## src/rtl/core/assert_macros.svh

```systemverilog
// Assertion helpers shared by the RTL.
`ifndef ASSERT_MACROS_SVH
`define ASSERT_MACROS_SVH

// Check prop at every rising clock edge outside reset.
`define ASSERT_CLK(label, clk, rst, prop, msg) \
   label: assert property (@(posedge clk) disable iff (rst) prop) else $error(msg);

// Check that cond implies prop at the same edge outside reset.
`define ASSERT_IMPL(label, clk, rst, cond, prop, msg) \
   label: assert property (@(posedge clk) disable iff (rst) (cond) |-> (prop)) else $error(msg);

`endif

```

## src/rtl/core/lpm_pkg.sv

```systemverilog
package lpm_pkg;

   localparam int CAPACITY_C = 1024;
   localparam int ADDR_W     = $clog2(CAPACITY_C);
   localparam int CNT_W      = ADDR_W + 1;
   localparam int LAT_W      = 32;
   localparam int METRICS_C  = 4;
   localparam int LANES_C    = 3;
   localparam int WORD_W     = LAT_W * METRICS_C;
   localparam int XW         = 17;
   localparam int RECIP_SH   = 24;
   localparam logic [17:0] RECIP_100 = 18'd167773;

   localparam logic [1:0] CSR_ENABLE   = 2'd0;
   localparam logic [1:0] CSR_CAPACITY = 2'd1;
   localparam logic [1:0] CSR_INTERVAL = 2'd2;

   localparam logic [1:0] METRIC_LAST = 2'd3;

   typedef logic [6:0] rank_k_type [LANES_C];
   localparam rank_k_type RANK_K = '{7'd50, 7'd95, 7'd99};

   typedef struct packed {
      logic accept;
      logic rank_a;
      logic rank_b;
      logic init_metric;
      logic scan;
      logic eval;
      logic next_metric;
   } lpm_cmd_type;

   typedef struct packed {
      logic report_due;
      logic idx_last;
      logic bit_last;
      logic metric_last;
   } lpm_stat_type;

endpackage

```

## src/rtl/core/lpm_ctrl.sv

```systemverilog
module lpm_ctrl
   import lpm_pkg::*;
(
   input  logic         clock,
   input  logic         reset,
   input  logic         req_valid,
   output logic         req_stall,
   output logic         rsp_valid,
   input  logic         rsp_stall,
   input  lpm_stat_type stat,
   output lpm_cmd_type  cmd
);

   localparam logic [2:0] ST_IDLE  = 3'd0;
   localparam logic [2:0] ST_RANKA = 3'd1;
   localparam logic [2:0] ST_RANKB = 3'd2;
   localparam logic [2:0] ST_INIT  = 3'd3;
   localparam logic [2:0] ST_SCAN  = 3'd4;
   localparam logic [2:0] ST_TAIL  = 3'd5;
   localparam logic [2:0] ST_EVAL  = 3'd6;
   localparam logic [2:0] ST_OUT   = 3'd7;

   logic [2:0] state_ff, state_in;
   logic       accept;

   assign req_stall = (state_ff != ST_IDLE);
   assign rsp_valid = (state_ff == ST_OUT);
   assign accept    = req_valid && !req_stall;

   always_comb begin
      cmd      = '0;
      state_in = state_ff;
      unique case (state_ff)
         ST_IDLE: begin
            cmd.accept = accept;
            if (accept && stat.report_due) begin
               state_in = ST_RANKA;
            end
         end
         ST_RANKA: begin
            cmd.rank_a = 1'b1;
            state_in   = ST_RANKB;
         end
         ST_RANKB: begin
            cmd.rank_b = 1'b1;
            state_in   = ST_INIT;
         end
         ST_INIT: begin
            cmd.init_metric = 1'b1;
            state_in        = ST_SCAN;
         end
         ST_SCAN: begin
            cmd.scan = 1'b1;
            if (stat.idx_last) begin
               state_in = ST_TAIL;
            end
         end
         ST_TAIL: begin
            state_in = ST_EVAL;
         end
         ST_EVAL: begin
            cmd.eval = 1'b1;
            state_in = stat.bit_last ? ST_OUT : ST_SCAN;
         end
         ST_OUT: begin
            if (!rsp_stall) begin
               if (stat.metric_last) begin
                  state_in = ST_IDLE;
               end else begin
                  cmd.next_metric = 1'b1;
                  state_in        = ST_INIT;
               end
            end
         end
         default: state_in = ST_IDLE;
      endcase
   end

   always_ff @(posedge clock) begin
      if (reset) begin
         state_ff <= ST_IDLE;
      end else begin
         state_ff <= state_in;
      end
   end

endmodule

```

## config.mk

```make
export PLATFORM = sky130hd
export DESIGN_NAME = lpm_ctrl
export DESIGN_NICKNAME = d
export VERILOG_FILES = /design/src/rtl/core/assert_macros.svh /design/src/rtl/core/lpm_pkg.sv /design/src/rtl/core/lpm_ctrl.sv
export SDC_FILE = /design/constraint.sdc
export NUM_CORES = 1
export LEC_CHECK = 0
export BUFFER_PORTS_ARGS = -buffer_cell sky130_fd_sc_hd__buf_2
export CELL_PAD_IN_SITES_DETAIL_PLACEMENT = 0
export CELL_PAD_IN_SITES_GLOBAL_PLACEMENT = 1
export CORE_AREA = 2 2 39 41
export CTS_CLUSTER_SIZE = 14
export DETAILED_ROUTE_END_ITERATION = 16
export DIE_AREA = 0 0 41 43
export GPL_ROUTABILITY_DRIVEN = 0
export PLACE_DENSITY_LB_ADDON = 0.1
export SETUP_SLACK_MARGIN = 0.2
export SLEW_MARGIN = 10
export SYNTH_ARGS = -nofsm -noshare
export SYNTH_HDL_FRONTEND = slang
export SYNTH_SLANG_ARGS = --single-unit
export TNS_END_PERCENT = 20
```

## constraint.sdc

```tcl
create_clock -name clock -period 1.2 [get_ports clock]
set_clock_uncertainty 0.1 [all_clocks]
set_input_delay 0.06 -clock clock [delete_from_list [all_inputs] [get_ports clock]]
set_output_delay 0.06 -clock clock [all_outputs]
set_load 0.01 [all_outputs]
```

### Yosys cells after proc, flatten, opt, wreduce, memory -nomap -nowiden

Cells that the tools add are included.

* equality and inequality tests: 10
* mux-type cells: 15
* reductions and logical operators: 6

Operators with widths (number)
* $pmux 3 s8: 1
* $eq 3x3->1 const B: 4
* $mux 1: 9
* $mux 3: 3
* $eq 3x2->1 const B: 2
* $ne 2x2->1 const B: 3
* $mux 2: 2
* $eq 3x1->1 const B: 1
* $logic_not 3->1: 1
* $reduce_and 3->1: 1
* $reduce_bool 3->1: 1
* $logic_and 1x1->1: 2
* $logic_not 1->1: 1

* register bits after elaboration: 3
* input port bits: 8
* logic and storage cells: 32

### Logic depth before layout (Yosys ltp)

Gate-level depths: netlist of run 1.

* depth after elaboration: 6
* gate-level depth with buffers: 4
* mapped depth without buffers: 3

### Worst setup path after synthesis of run 1

Ideal clock, no wire load.

* kind: register -> output
* start point: register state_ff[0]
* end point: output port cmd[6] in the netlist's numbering
* data arrival time: 0.976 ns
* data required time: 1.040 ns
* path slack: 0.064 ns
* cell stages (with the launch flop): 4
* buffers on the path: 1
* cell sequence: dfxtp_1 buf_6 or3_4 nor2_1

RTL lines
* start, declared: RTL line lpm_ctrl.sv:23 `logic [2:0] state_ff, state_in;`
* start signal, assigned: RTL line lpm_ctrl.sv:83 `state_ff <= state_in;`
* end, declared: RTL line lpm_ctrl.sv:11 `output lpm_cmd_type cmd`

==> key figures, run 1 <==
Finish
  – Finished Layout Cells: 74
  – Top reg by flops: state_ff
  – Max FFs per register: 3
  – NumNets Final: 67
  – ANT cells: 0
  – Most common cell after layout, fill and taps aside: buf_2
  – P&R area growth vs syn: 79.5%
  – Fin util: 33.3%
  – Most frequent cells in the layout: buf_2, buf_4, nor2_1
  – Layout cell share with drive strength beyond 1: 65.5%
  – Biggest regs: state_ff (3)

Run status
  – Outcome: finished, violations left
  – Failing checks: setup timing

Synth
  – Sequential element share of the synthesized area: 23.4%
  – Syn Std Cell Area: 256 um2
  – FF+latch count, synth: 3
  – Syn nets: 40
  – Number of distinct library cells after synthesis: 20
  – Synth Instances: 32
  – Mean Syn Cell Area: 8.02 um2
  – Synth Warn #: 0

Min path
  – WHS Endpoint: state_ff[2]$_SDFFE_PP0P_
  – Hold Crit Depth: 3
  – Worst Hold Class: primary input to register
  – Hold path startpoint: rsp_stall

STA
  – Final setup fails: 6
  – Min Tclk post-route: 1.32 ns
  – Max Freq: 757 MHz
  – RSZ-0062 raised after global routing: true
  – Crit share post-route: 110%
  – Final Max Slew Viols: 0
  – Hold Fails Final Rpt: 0
  – Tightest Pin Transition: 0.262 ns
  – Worst slew margin: 82.5%
  – TNS Setup: -0.245 ns
  – Worst setup margin: -0.121 ns

Clocking
  – CTS tree: done
  – Clock latency on the worst-skew pair: 0.23 ns
  – Htree depth: 1
  – CTS Buf Count: 3
  – Reg clk slew, reported paths: 0.04 ns
  – Root buffer cell: clkbuf_4
  – Clk sinks: 3
  – Max clock buf depth: 2

Critical path
  – Setup crit start: state_ff[2]$_SDFFE_PP0P_
  – Critical Path AT: 1.16 ns
  – FF-to-FF Start: state_ff[0]$_SDFFE_PP0P_
  – Crit Reg-Reg Endpoint: state_ff[0]$_SDFFE_PP0P_
  – Critical path class: register to primary output
  – Startpoint types: register
  – Crit end category: primary output
  – Reg2Reg Setup Slack: 0.03 ns
  – R2r worst-path depth: 4
  – Crit Path Max Fanout: 7
  – CP required: 1.04 ns

Place
  – Port bufs: 16
  – Placed insts: 67
  – Detailed placement HPWL: 583 um
  – Placement Setup Slack: 0.0115 ns

Drt
  – Via/cell ratio: 4.38
  – Final ANT Viol Nets: 0
  – Routed WL: 783 um
  – Wire per inst: 10.6 um
  – Via count: 324
  – Drt drc: 0
  – DRT Pass-1 Iters: 2
  – Iter 0 DRT Violations: 1

Die
  – Core area: 1380 um2
  – Initial Utilization: 18.5%
  – Chip Width: 41 um
  – Site row count: 14
  – Die height: 43 um
  – Io pins: 17
  – Die area: 1760 um2

Global routing
  – Largest net degree at the start of global routing: 9
  – First-pass GRT wire length: 1.42 mm
  – Grt ovf: 0
  – Number of global-route vias before repair: 350
  – All-layer global routing usage: 11.5%
  – Antenna violations before repair: 0

Pwr
  – VDD IR max: 0.239 mV
  – Total power: 0.535 mW
  – Leak pwr: 0.225 nW
  – Power per cell area: 1160 nW/um2

Flow run
  – Number of max-cap violations: 0
==> per-layer routing <==
metal / vias to the layer above / part of all wire [%] / track usage (%)
met5: - / 0 / 0
li1: 165 / - / -
met2: 9 / 54 / 19.4
met1: 150 / 39 / 12.8
met4: 0 / 0 / 8.00
met3: 0 / 6.3 / 0.524
==> per-stage QoR <==
stage                     hold WS (ns)  area, um2
after detailed placement         0.174        387
after floorplan                 0.0310        265
final                           0.0685        460
after CTS                       0.0568        452
after global routing            0.0802        460
after global placement           0.178        387
==> synthesized netlist by cell type (all sizes together) <==
library cell | instances | share of area [%]
and3b | 1 | 3.4
inv | 2 | 2.9
nor3 | 3 | 5.9
nor3b | 2 | 5.9
nand2 | 2 | 2.9
nor2 | 5 | 7.3
nand2b | 1 | 2.4
or3 | 1 | 4.4
a21oi | 3 | 5.9
a2111oi | 1 | 11
buf | 3 | 9.3
dfxtp | 3 | 23
a211oi | 1 | 2.9
a31oi | 1 | 2.4
or2b | 1 | 2.9
nor4 | 2 | 7.3
==> power by group <==
part / total, mW / internal, mW / switching [mW]
Combinational: 0.221 / 0.124 / 0.0970
Sequential: 0.142 / 0.117 / 0.0250
Clock: 0.172 / 0.124 / 0.0478
Total: 0.535 / 0.365 / 0.170
==> final cells by class <==
class,count,area [um2]
clock buffer,4,26.3
fill,158,923
inverter,2,7.51
multi-input combinational,24,184
sequential,3,68.8
tap,16,20.0
timing repair buffer,25,154
==> logic make-up after synthesis <==
| logic type | after synthesis | synth area share (%) |
|---|---|---|
| AND/OR/NAND/NOR | 18 | 42.4 |
| AO/OA/AOI/OAI | 6 | 22.0 |
| buffers and inverters | 5 | 12.2 |
| flip-flops | 3 | 23.4 |
==> worst max-delay path by stage <==
stage | slack, ns | to
finish | -0.12 | cmd[6]
global route | -0.16 | cmd[6]
CTS | -0.14 | cmd[6]
detailed placement | 0.01 | state_ff[0]$_SDFFE_PP0P_
global placement | 0.04 | cmd[0]
floorplan | 0.10 | cmd[6]
==> what timing repair did <==
action                     CTS  global route
setup endpoints to repair   12            12
setup buffers                2             0
gates resized for setup      6             2
hold endpoints to repair     3             0
hold buffers                 1             0
pin swaps                    0             2
==> worst max-delay path, cell delays in order, from the launching register on <==
cell and delay (ns):
dfxtp_2 0.34, or3_4 0.39, nor2_2 0.07, buf_2 0.12
(Power assumes the default switching activity.)
==> run 2: changes to the inputs <==
clock period = 1.1 ns   (was 1.2 ns; I/O delays follow)
==> run 2 against run 1 <==
Effect of this change:
- the flow still finishes with violations (setup timing)
- sequential power up 11%
- register-to-register slack got worse by 0.04 ns
- critical endpoint unchanged
- first-iteration DRC count increased to 8.0 times the previous value
- critical path type unchanged
- non-clock buffer count down 2
- worst setup slack worse by 0.092 ns
- via count rose by 0.93%
==> key figures, run 2 (synthesis gave the netlist of run 1 again) <==
Min path
  – WHS Endpoint: state_ff[2]$_SDFFE_PP0P_
  – Hold path startpoint: rsp_stall
  – Worst Hold Class: primary input to register
  – Hold Crit Depth: 3 (unchanged)

Place
  – Detailed placement HPWL: 629 um (+7.9%)
  – Port bufs: 16 (unchanged)
  – Placed insts: 67 (unchanged)
  – Placement Setup Slack: -0.0743 ns (-0.0858 ns)

Clocking
  – Clock latency on the worst-skew pair: 0.23 ns (about the same)
  – CTS tree: done
  – Root buffer cell: clkbuf_4
  – Reg clk slew, reported paths: 0.04 ns (about the same)
  – Htree depth: 1 (unchanged)
  – CTS Buf Count: 3 (unchanged)
  – Max clock buf depth: 2 (unchanged)
  – Clk sinks: 3 (unchanged)
  – Post-CTS setup buffer count: 0 (-2)

STA
  – TNS Setup: -0.808 ns (-0.563 ns)
  – Crit share post-route: 119%
  – Min Tclk post-route: 1.31 ns
  – Worst setup margin: -0.214 ns (-0.0922 ns)
  – Tightest Pin Transition: 0.271 ns (+0.00825 ns)
  – RSZ-0062 raised after global routing: true
  – Hold Fails Final Rpt: 0 (unchanged)
  – Final setup fails: 9 (+3)
  – Max Freq: 761 MHz
  – Hold Slack: 0.0630 ns (-0.00544 ns)
  – Worst slew margin: 82.0% (-0.55 points)
  – Final Max Slew Viols: 0 (unchanged)

Finish
  – Biggest regs: state_ff (3)
  – Max FFs per register: 3 (unchanged)
  – Finished Layout Cells: 72 (-2.7%)
  – Layout cell share with drive strength beyond 1: 66.1% (+0.55 points)
  – P&R area growth vs syn: 82.4%
  – Most common cell after layout, fill and taps aside: buf_2
  – Multi-input gate area: 194 um2 (+5.4%)
  – NumNets Final: 65 (-3.0%)
  – Top reg by flops: state_ff
  – Register Area: 68.8 um2 (unchanged)
  – ANT cells: 0 (unchanged)
  – Most frequent cells in the layout: buf_2, nor2_1, buf_4
  – Fill count: 150 (-5.1%)

Die
  – Site row count: 14 (unchanged)
  – Io pins: 17 (unchanged)
  – Chip Width: 41 um (unchanged)
  – Die area: 1760 um2 (unchanged)
  – Initial Utilization: 18.5% (unchanged)
  – Core area: 1380 um2 (unchanged)
  – Die height: 43 um (unchanged)

Critical path
  – Startpoint types: register
  – FF-to-FF Start: state_ff[1]$_SDFFE_PP0P_
  – Crit Reg-Reg Endpoint: state_ff[0]$_SDFFE_PP0P_
  – Reg2Reg Setup Slack: -0.01 ns (-0.04 ns)
  – R2r worst-path depth: 3 (-1)
  – Critical path class: register to primary output
  – Crit Path Max Fanout: 8 (+1)
  – Critical Path AT: 1.16 ns (about the same)
  – Crit end category: primary output
  – CP required: 0.94 ns (-0.10 ns)

Pwr
  – Total power: 0.594 mW (+11%)
  – Power per cell area: 1270 nW/um2 (+9.2%)
  – Leak pwr: 0.220 nW (-2.3%)
  – VDD IR max: 0.344 mV (+44%)

Run status
  – Outcome: finished, violations left
  – Failing checks: setup timing

Flow run
  – Number of max-cap violations: 0 (unchanged)

Global routing
  – Number of global-route vias before repair: 348 (-0.57%)
  – Antenna violations before repair: 0 (unchanged)
  – All-layer global routing usage: 12.0% (+0.50 points)
  – First-pass GRT wire length: 1.38 mm (-2.9%)
  – Largest net degree at the start of global routing: 9 (unchanged)
  – Grt ovf: 0 (unchanged)

Drt
  – Wire per inst: 10.7 um (+0.81%)
  – DRT Pass-1 Iters: 4 (+2)
  – Iter 0 DRT Violations: 8 (+7)
  – Via count: 327 (+0.93%)
  – Via/cell ratio: 4.54 (+3.7%)
  – Drt drc: 0 (unchanged)
  – Final ANT Viol Nets: 0 (unchanged)
  – Routed WL: 768 um (-1.9%)
[run 2: cell types whose count changed in the layout (fill, tap and decap cells not counted), sizes merged]
cell | previous run | this run
buf | 24 | 22
[run 2: worst max-delay path: stages, from the launching register on]
cell and delay (ns):
dfxtp_4 0.36, or3_4 0.38, nor2_4 0.09, buf_6 0.10
[run 2: per-stage QoR]
stage / instance area [um2] / utilization [%]
2_1_floorplan: 270 / -
3_3_place_gp: 392 / 28.3
3_5_place_dp: 392 / 28.3
4_1_cts: 445 / 32.2
5_1_grt: 468 / 33.8
6_report: 468 / 33.8
[run 2: metal layers]
layer  vias to the layer above  GRT usage (%)  part of all wire (%)
met5                         -              0                     0
met4                         0           10.0                     0
met3                         0           3.14                   5.5
met2                        11           17.8                    58
met1                       156           13.4                    37
li1                        160              -                     -
[run 2: how the worst max path moves through the flow]
| stage | start | endpoint | slack [ns] |
|---|---|---|---|
| after floorplan | state_ff[0]$_SDFFE_PP0P_ | cmd[6] | 0.02 |
| final | state_ff[1]$_SDFFE_PP0P_ | cmd[6] | -0.21 |
| after detailed placement | state_ff[1]$_SDFFE_PP0P_ | state_ff[0]$_SDFFE_PP0P_ | -0.07 |
| after CTS | state_ff[2]$_SDFFE_PP0P_ | cmd[6] | -0.22 |
| after global routing | state_ff[1]$_SDFFE_PP0P_ | cmd[6] | -0.26 |
| after global placement | state_ff[0]$_SDFFE_PP0P_ | cmd[6] | -0.02 |
[run 2: what timing repair did]
action,4_1_cts,5_1_grt
pin swaps,0,2
hold buffers,1,0
gates resized for setup,6,6
endpoints found under the setup margin,12,12
endpoints found under the hold margin,3,0
[run 2: where the power goes]
part	internal (mW)	total, mW	switching, mW
Sequential	0.127	0.157	0.0292
Combinational	0.135	0.244	0.108
Clock	0.136	0.193	0.0574
[run 2: final cells by class]
| cell class | count | area share (%) |
|---|---|---|
| multi-input combinational | 24 | 41.4 |
| timing repair buffer | 23 | 31.8 |
| sequential | 3 | 14.7 |
| clock buffer | 4 | 5.61 |
| tap | 16 | 4.28 |
| inverter | 2 | 2.14 |
==> run 3: changes to the inputs <==
CELL_PAD_IN_SITES_DETAIL_PLACEMENT = not set   (was 0)
CELL_PAD_IN_SITES_GLOBAL_PLACEMENT = not set   (was 1)
PLACE_DENSITY_LB_ADDON = not set   (was 0.1)
==> run 3 against run 2 <==
Effect of this change:
- the flow still finishes with violations (setup timing)
- cell area rose by 7.2%
- sequential power fell by 9%
- critical path depth did not move
- sequential share of layout area fell by 0.99 points
- flip-flop and latch count did not move
- die area did not move
- count of clock-buffer cells in the layout did not move
- highest routed layer unchanged
==> key figures, run 3 (synthesis gave the netlist of run 1 again) <==
Finish
  – P&R area growth vs syn: 95.6%
  – Fill count: 151 (+0.67%)
  – Layout cell share with drive strength beyond 1: 74.6% (+8.5 points)
  – Most frequent cells in the layout: buf_2, buf_4, nor2_1, a21oi_1, clkbuf_4
  – Biggest regs: state_ff (3)
  – Most common cell after layout, fill and taps aside: buf_2
  – ANT cells: 0 (unchanged)
  – Final instance area: 502 um2 (+7.2%)
  – Fin util: 36.3% (+2.4 points)
  – Finished Layout Cells: 75 (+4.2%)
  – Top reg by flops: state_ff
  – Max FFs per register: 3 (unchanged)
  – NumNets Final: 68 (+4.6%)

Clocking
  – Reg clk slew, reported paths: 0.04 ns (about the same)
  – Root buffer cell: clkbuf_4
  – Max clock buf depth: 2 (unchanged)
  – Clock latency on the worst-skew pair: 0.23 ns (about the same)
  – Clk sinks: 3 (unchanged)
  – CTS Buf Count: 3 (unchanged)
  – CTS tree: done
  – Htree depth: 1 (unchanged)

STA
  – Min Tclk post-route: 1.31 ns (-0.00335 ns)
  – TNS Setup: -1.12 ns (-0.308 ns)
  – Hold Fails Final Rpt: 0 (unchanged)
  – Crit share post-route: 119% (-0.30 points)
  – Hold Slack: 0.0771 ns (+0.0141 ns)
  – RSZ-0062 raised after global routing: true
  – Tightest Pin Transition: 0.249 ns (-0.0213 ns)
  – Final setup fails: 11 (+2)
  – Worst setup margin: -0.210 ns (+0.00335 ns)
  – Worst slew margin: 83.4% (+1.4 points)
  – Max Freq: 763 MHz (+0.26%)
  – Final Max Slew Viols: 0 (unchanged)

Drt
  – Drt drc: 0 (unchanged)
  – Routed WL: 729 um (-5.1%)
  – Wire per inst: 9.72 um (-8.9%)
  – Final ANT Viol Nets: 0 (unchanged)
  – Via count: 323 (-1.2%)
  – Iter 0 DRT Violations: 4 (-4)
  – Via/cell ratio: 4.31 (-5.2%)
  – DRT Pass-1 Iters: 2 (-2)

Die
  – Core area: 1380 um2 (unchanged)
  – Die area: 1760 um2 (unchanged)
  – Initial Utilization: 18.5% (unchanged)
  – Io pins: 17 (unchanged)
  – Site row count: 14 (unchanged)
  – Die height: 43 um (unchanged)
  – Chip Width: 41 um (unchanged)

Place
  – Detailed placement HPWL: 504 um (-20%)
  – Port bufs: 16 (unchanged)
  – Placement Setup Slack: -0.0861 ns (-0.0118 ns)
  – Placed insts: 68 (+1.5%)
  – Post-Place Cell Area: 399 um2 (+1.9%)

Global routing
  – Grt ovf: 0 (unchanged)
  – First-pass GRT wire length: 1.19 mm (-14%)
  – Number of global-route vias before repair: 306 (-12%)
  – All-layer global routing usage: 10.0% (-2.0 points)
  – Antenna violations before repair: 0 (unchanged)
  – Largest net degree at the start of global routing: 8 (-1)

Min path
  – Worst Hold Class: primary input to register

Critical path
  – Startpoint types: register
  – Crit Path Max Fanout: 3 (-5)
  – Crit end category: primary output
  – CP required: 0.94 ns (about the same)
  – Critical Path AT: 1.16 ns (about the same)
  – Critical path class: register to primary output

Pwr
  – Total power: 0.618 mW (+4.2%)
  – Leak pwr: 0.249 nW (+13%)
  – Power per cell area: 1230 nW/um2 (-2.8%)
  – VDD IR max: 0.669 mV (+95%)

Run status
  – Failing checks: setup timing
  – Outcome: finished, violations left

Flow run
  – Number of max-cap violations: 0 (unchanged)
## run 3: cell types whose count changed in the layout (fill, tap and decap cells not counted)
cell	previous run	this run
inv_2	0	1
nand2_2	0	1
buf_4	4	8
inv_4	1	0
nand2_1	2	0
buf_6	3	2
nor2_1	4	3
nor2_2	0	1
a211oi_2	0	1
nand2_4	0	1
a211oi_1	1	0
## run 3: critical path: stages, from the launching register on
cell and delay (ns):
dfxtp_4 0.34, or3_4 0.40, nor2_4 0.09, buf_6 0.10
## run 3: per-layer routing
layer | up-vias | share of wire, % | track usage [%]
met4 | 0 | 0 | 4.00
met2 | 10 | 55 | 14.7
met1 | 145 | 39 | 12.2
li1 | 168 | - | -
met5 | - | 0 | 0
met3 | 0 | 5.5 | 4.71
## run 3: layout make-up
type	count	area (um2)	share of cell area [%]
Clock buffer	4	26.3	5.24
Sequential cell	3	68.8	13.7
Timing Repair Buffer	26	168	33.4
Multi-Input combinational cell	24	211	42.1
Inverter	2	7.51	1.50
Tap cell	16	20.0	3.99
## run 3: what timing repair did
item,CTS,global route
endpoints found under the hold margin,3,0
pin swaps,5,1
buffers inserted,2,0
setup endpoints to repair,12,12
resized for setup,11,4
hold buffers,1,0
## run 3: power by group
group	total, mW	switching [mW]	internal, mW	leakage, nW
clock network	0.198	0.0613	0.136	0.0150
logic	0.278	0.125	0.152	0.208
registers	0.143	0.0183	0.125	0.0264
## run 3: path summary, 6_finish.rpt
check	start	end	slack, ns	cells past startpoint
worst max-delay path	state_ff[1]$_SDFFE_PP0P_	cmd[6]	-0.21	3
worst min-delay path	stat[2]	state_ff[0]$_SDFFE_PP0P_	0.08	3
worst max register to register	state_ff[1]$_SDFFE_PP0P_	state_ff[0]$_SDFFE_PP0P_	-0.05	4
worst min register to register	state_ff[2]$_SDFFE_PP0P_	state_ff[0]$_SDFFE_PP0P_	0.57	2
